### src/hdl/dithered_span_texture_draw_top_assert.svh
// Assertion macros shared by the span drawer.
`ifndef DITHERED_SPAN_TEXTURE_DRAW_TOP_ASSERT_SVH
`define DITHERED_SPAN_TEXTURE_DRAW_TOP_ASSERT_SVH

// check cons in the same cycle as ante
`define DSTD_ASSERT_NOW(label, clk, rst_n, ante, cons) \
    label: assert property (@(posedge clk) disable iff (!rst_n) (ante) |-> (cons)) \
        else $error("span drawer check failed");

// check cons in the cycle after ante
`define DSTD_ASSERT_NEXT(label, clk, rst_n, ante, cons) \
    label: assert property (@(posedge clk) disable iff (!rst_n) (ante) |=> (cons)) \
        else $error("span drawer check failed");

`endif

### src/hdl/dstd_pkg.sv
// Types, constants and the dither lookup of the span drawer.
package dstd_pkg;

    localparam logic [4:0] MAX_SHADE = 5'd17;
    localparam int         FRAC_BITS = 12;

    localparam logic [15:0] DITHER_ROWS [18] = '{
        16'h0000, 16'h0000, 16'h8000, 16'h8020, 16'h80A0, 16'hA0A0,
        16'hA0A1, 16'hA4A1, 16'hA4A5, 16'hA5A5, 16'hD5A5, 16'hD5E5,
        16'hD5F5, 16'hF5F5, 16'hF5FD, 16'hF7FD, 16'hF7FF, 16'hFFFF
    };

    typedef enum logic [1:0] {
        ST_IDLE,
        ST_WALK,
        ST_DRAIN
    } t_state;

    typedef struct packed {
        logic [7:0]         texel_value;
        logic [11:0]        texel_index;
        logic signed [31:0] v_step;
        logic signed [31:0] u_step;
        logic signed [31:0] v_frac;
        logic signed [31:0] u_frac;
        logic [7:0]         row;
        logic [8:0]         x_end;
        logic [8:0]         x_start;
    } t_in_item;

    typedef struct packed {
        logic load;
        logic start;
        logic issue;
    } t_ctrl_cmd;

    typedef struct packed {
        logic span_go;
        logic walk_last;
        logic stall;
        logic pix_valid;
    } t_ctrl_stat;

    function automatic logic dither_bit(input logic [4:0] shade, input logic [1:0] phase,
                                        input logic [1:0] xlo);
        logic [4:0]  s;
        logic [15:0] w;
        logic [3:0]  nib;
        s   = (shade > MAX_SHADE) ? MAX_SHADE : shade;
        w   = DITHER_ROWS[s];
        nib = w[{~phase, 2'b00} +: 4];
        return nib[~xlo];
    endfunction

endpackage

### src/hdl/dstd_ctrl.sv
// Controller state machine of the span drawer.
module dstd_ctrl (
    input  logic                  i_clk,
    input  logic                  i_rst_n,
    input  logic                  i_s_tvalid,
    input  logic                  i_action,
    input  dstd_pkg::t_ctrl_stat  i_stat,
    output logic                  o_s_tready,
    output dstd_pkg::t_ctrl_cmd   o_cmd
);

    dstd_pkg::t_state r_state;
    dstd_pkg::t_state n_state;

    always_ff @(posedge i_clk) begin
        if (!i_rst_n) begin
            r_state <= dstd_pkg::ST_IDLE;
        end else begin
            r_state <= n_state;
        end
    end

    always_comb begin
        n_state     = r_state;
        o_s_tready  = 1'b0;
        o_cmd       = '0;
        case (r_state)
            dstd_pkg::ST_IDLE: begin
                o_s_tready  = 1'b1;
                o_cmd.load  = i_s_tvalid && !i_action;
                o_cmd.start = i_s_tvalid && i_action && i_stat.span_go;
                if (o_cmd.start) begin
                    n_state = dstd_pkg::ST_WALK;
                end
            end
            dstd_pkg::ST_WALK: begin
                o_cmd.issue = !i_stat.stall;
                if (o_cmd.issue && i_stat.walk_last) begin
                    n_state = dstd_pkg::ST_DRAIN;
                end
            end
            dstd_pkg::ST_DRAIN: begin
                if (!i_stat.stall) begin
                    n_state = dstd_pkg::ST_IDLE;
                end
            end
            default: begin
                n_state = dstd_pkg::ST_IDLE;
            end
        endcase
    end

endmodule

### config.mk
export PLATFORM = sky130hd
export DESIGN_NAME = dstd_ctrl
export DESIGN_NICKNAME = d
export VERILOG_FILES = /design/src/hdl/dithered_span_texture_draw_top_assert.svh /design/src/hdl/dstd_pkg.sv /design/src/hdl/dstd_ctrl.sv
export SDC_FILE = /design/constraint.sdc
export NUM_CORES = 1
export LEC_CHECK = 0
export CELL_PAD_IN_SITES_DETAIL_PLACEMENT = 0
export CELL_PAD_IN_SITES_GLOBAL_PLACEMENT = 2
export CORE_AREA = 2 2 39 41
export DETAILED_ROUTE_END_ITERATION = 12
export DIE_AREA = 0 0 41 43
export DONT_BUFFER_PORTS = 1
export GPL_TIMING_DRIVEN = 0
export HOLD_SLACK_MARGIN = 0.05
export PLACE_DENSITY = 0.32
export REMOVE_ABC_BUFFERS = 1
export SLEW_MARGIN = 20
export SYNTH_ARGS = -nofsm -noshare
export SYNTH_HDL_FRONTEND = slang
export SYNTH_SLANG_ARGS = --single-unit
### constraint.sdc
create_clock -name i_clk -period 0.95 [get_ports i_clk]
set_input_delay 0.0475 -clock i_clk [delete_from_list [all_inputs] [get_ports i_clk]]
set_output_delay 0.0475 -clock i_clk [all_outputs]
set_load 0.02 [all_outputs]
# After elaboration in Yosys (flattened, before gate mapping)
# Index checks and enable logic that the tools add are counted.
[word_totals]
register_bits = 2
output_inout_bits = 4
elab_cells = 21
[op_classes]
eq_ne = 5
n_mux = 7
reduce_logical = 8
[op_table]
columns = ["cell", "count"]
rows = [
  ["2-to-1 mux 2 bit", 4],
  ["!= test 2 bit, second input constant", 3],
  ["one-hot mux 2 bit (3 select lines)", 1],
  ["logical AND 1 bit", 4],
  ["AND reduction 3 bit", 1],
  ["== test 2 x 1 -> 1 bit, second input constant", 1],
  ["== test 2 bit, second input constant", 1],
  ["zero test 1 bit", 2],
  ["zero test 2 bit", 1],
  ["2-to-1 mux 1 bit", 2],
]

# Depth between registers and ports, before layout
[depth]
depth_word = 4
depth_mapped = 2
mapped_depth_nobuf = 2

# Least setup slack after synthesis
# OpenSTA, ideal clock, no wires.
[synth_path]
path_type = "register to output"
start = "register r_state[1]"
end = "output o_cmd[2] in the netlist's numbering"
arrival_ns = 1.036
slack_ns = -0.134
stages_incl_launch_ff = 3
path_cell_list = "dfxtp_1 -> or3b_4 -> nor2_1"
[synth_lines]
columns = ["element", "line_no", "source"]
rows = [
  ["start: declaration", "dstd_ctrl.sv:12", "dstd_pkg::t_state r_state;"],
  ["start signal: assignment", "dstd_ctrl.sv:17", "r_state <= dstd_pkg::ST_IDLE;"],
  ["start signal: assignment", "dstd_ctrl.sv:19", "r_state <= n_state;"],
  ["end: declaration", "dstd_ctrl.sv:9", "output dstd_pkg::t_ctrl_cmd o_cmd"],
]

==> Implementation_results.wiki <==
{| class="wikitable"
! Metric !! Value
|-
| Worst path slowest cell || sky130_fd_sc_hd__or3b_4
|-
| Tightest slew margin relative to the limit || 82.34%
|-
| Number of cells on the worst reg-to-reg path || 4
|-
| Worst Max-Slew Pin Slew || 0.2641 ns
|-
| Post-route insts no fill || 44
|-
| CTS Buf Count || 3
|-
| Run status || finished, violations left
|-
| Routed wirelength normalized by instance count || 10.43 um
|-
| Diodes inserted || 0
|-
| Power density normalized to cell area || 1192 nW/um^2
|-
| Class of the worst hold path || input port to flip-flop
|-
| Maximum fanout count along the critical path || 3
|-
| Family with the most delay on the worst path || simple AND/OR/NAND/NOR gates
|-
| Router iterations before antenna repair || 2
|-
| Internal power of the cells || 0.0002727 W
|-
| Flip-flop count of the largest register after layout || 2
|-
| Leakage power || 0.1064 nW
|-
| Worst R2R Start || r_state[1]
|-
| Post-layout min period || 1.169 ns
|-
| Switching Share || 24.73%
|-
| H-Tree Depth || 1
|-
| CTS tree || done
|-
| Root Buffer Master || sky130_fd_sc_hd__clkbuf_4
|-
| CORE AREA || 1384 um^2
|-
| Number of instances in the synthesized netlist || 16
|-
| WP data arrival || 1.12 ns
|-
| Die footprint || 1763 um^2
|-
| Vias after detailed routing || 171
|-
| Count of port buffers added during placement || 0
|-
| First DRT Iteration DRCs || 3
|-
| Top FF cell, synth || sky130_fd_sc_hd__dfxtp_1
|-
| Fraction of power consumed by combinational cells || 24.3%
|-
| Total of max-cap violations || 0
|-
| Placed cells || 32
|-
| Via count of the first global-routing pass || 212
|-
| Biggest registers after layout || r_state (2)
|-
| RR Endpoint || r_state[0]
|-
| Worst Setup End Kind || output pin
|-
| Synth top area share || 28.32%
|-
| Final setup violation count || 4
|-
| Routed vias/inst || 3.886
|-
| Buffers and inverters on the worst path || 0
|-
| Number of remaining DRC errors || 0
|-
| Cell types with the largest area share after synthesis || sky130_fd_sc_hd__dfxtp_1, sky130_fd_sc_hd__o32ai_2, sky130_fd_sc_hd__nand4bb_1
|-
| Capture endpoint of the worst hold path || r_state[0]
|-
| Data required, critical path || 0.90 ns
|-
| Share of cells above drive strength 1 || 57.14%
|-
| Total routed wirelength || 459 um
|-
| Share of the yosys chip area belonging to registers || 28.32%
|-
| Global Route Usage Sum || 7.808%
|-
| GRT overflow || 0
|-
| Slack of the worst reg-to-reg path || -0.20 ns
|-
| Die width || 41 um
|-
| Netlist Area Pre-Place || 141.4 um^2
|-
| Largest buffer count on any clock path || 2
|-
| Synth unique cells || 14
|-
| Hold path depth || 2
|-
| NumNets Final || 38
|-
| Worst setup timing slack at the placement stage || -0.2038 ns
|-
| Cell types with the highest counts after synthesis || sky130_fd_sc_hd__dfxtp_1, sky130_fd_sc_hd__nor2_1
|-
| Total number of clock tree sinks || 2
|-
| Routability cong. || 0.6013
|-
| Clock edge transition at the registers on the reported setup and hold paths || 0.03 ns
|-
| Pins over their slew limit || 0
|-
| Mapped Avg Cell Area || 8.837 um^2
|-
| Antenna Violating Nets Remaining || 0
|-
| Post-route worst setup slack || -0.2192 ns
|-
| Overall die height || 43 um
|-
| Wire length of the first global-routing pass || 814 um
|-
| Share of total power in sequential cells || 24.1%
|-
| Yosys reg bits || 2
|-
| Number of antenna violations at the first check in global routing || 0
|-
| Post-synthesis to final-layout area growth || 115.0%
|-
| Hold Crit Start || i_stat[1]
|-
| Library cell occupying the most area in the post-synthesis netlist || sky130_fd_sc_hd__dfxtp_1
|-
| Final hold violation count || 0
|-
| Failing checks || setup timing
|-
| Worst voltage drop across the vdd grid || 331.3 uV
|-
| Unrepaired setup endpoints after global routing || true
|-
| Startpoint Class || flip-flop
|-
| Crit Path Class || flip-flop to output pin
|-
| Effective utilization at floorplan || 10.22%
|-
| Hpwl dp || 296.3 um
|-
| Maximum number of pins on one net before global-route repair || 7
|-
| Net switching power || 0.00008961 W
|-
| Number of enable-type register cells in the synthesized netlist || 0
|-
| Cell chain of the critical path || or3b_4, nor2_4
|-
| Total I/O pin count || 12
|-
| Worst Skew || 0.0009120 ns
|-
| Max stage delay on crit path || 0.41 ns
|-
| Clock power share || 51.7%
|-
| Worst hold slack || 0.07895 ns
|-
| Asr flop ratio synth || 0%
|-
| Register with the most flip-flops || r_state
|-
| FMAX || 0.8553 GHz
|-
| Clock insertion delay at the later pin of the skew report || 0.22 ns
|-
| Count of yosys warnings during synthesis || 0
|-
| Number of core rows || 14
|-
| Final core utilization || 21.97%
|-
| Fin crit share || 123.1%
|}
-- cells by family (layout without fill, tap and decap cells) --
| logic type | after synthesis | in the layout | share of synthesized area, % |
|---|---|---|---|
| AO/OA/AOI/OAI | 2 | 2 | 16.82 |
| AND/OR/NAND/NOR | 11 | 11 | 52.22 |
| buffers and inverters | 1 | 13 | 2.652 |
| flip-flops | 2 | 2 | 28.32 |
-- layout make-up --
type / count / area, um^2
Fill cell: 159 / 1080
Multi-Input combinational cell: 13 / 128.9
Timing Repair Buffer: 9 / 83.83
Sequential cell: 2 / 45.04
Clock buffer: 3 / 22.52
Tap cell: 16 / 20.02
Inverter: 1 / 3.754
-- per-stage QoR --
stage	cell area (um^2)	power, W	setup TNS [ns]
final	304.0	0.0003624	-0.7178
after global routing	304.0	0.0003976	-0.8782
after global placement	161.4	0.0001328	-0.5143
after floorplan	141.4	0.0001277	-0.2094
after detailed placement	161.4	0.0001323	-0.4708
after CTS	304.0	0.0003772	-0.8326
-- cells in the final DEF, fill, tap and decap left out, types with 3 or more instances in the layout --
master                          instances
sky130_fd_sc_hd__dlygate4sd3_1          5
sky130_fd_sc_hd__nor2_4                 3
sky130_fd_sc_hd__clkbuf_4               3
sky130_fd_sc_hd__buf_4                  3
-- routing by layer --
metal  up-vias  track usage, %  routed length [um]
li1         84               -                   -
met1        79           8.599                 187
met2         8           9.375                 237
met3         0           1.571                  34
met4         0           12.00                   0
met5         -               0                   0
-- repair_timing --
action                                  in CTS  in global routing
setup buffers                                4                  0
endpoints found under the setup margin       5                  6
resized for setup                           11                  2
hold endpoints to repair                     2                  0
hold buffers                                 5                  0
pin swaps                                    4                  4
-- power groups by stage --
| stage | clock network [W] | registers, W | logic (W) |
|---|---|---|---|
| global placement | 0 | 0.0000924 | 0.0000403 |
| finish | 0.000187 | 0.0000872 | 0.0000879 |
| floorplan | 0 | 0.0000911 | 0.0000366 |
| CTS | 0.000202 | 0.0000872 | 0.0000876 |
| global route | 0.000215 | 0.0000874 | 0.0000949 |
| detailed placement | 0 | 0.0000922 | 0.0000401 |
-- how the worst max path moves through the flow --
stage | start | endpoint | slack, ns | depth (start not counted)
after floorplan | r_state[1] | o_cmd[2] | -0.13 | 2
after global placement | r_state[1] | o_cmd[2] | -0.22 | 2
after detailed placement | r_state[1] | o_cmd[2] | -0.20 | 2
after CTS | r_state[1] | o_cmd[2] | -0.26 | 2
after global routing | r_state[1] | o_cmd[2] | -0.25 | 2
final | r_state[1] | o_cmd[2] | -0.22 | 2
No activity file was read; power rests on OpenSTA's default activity.
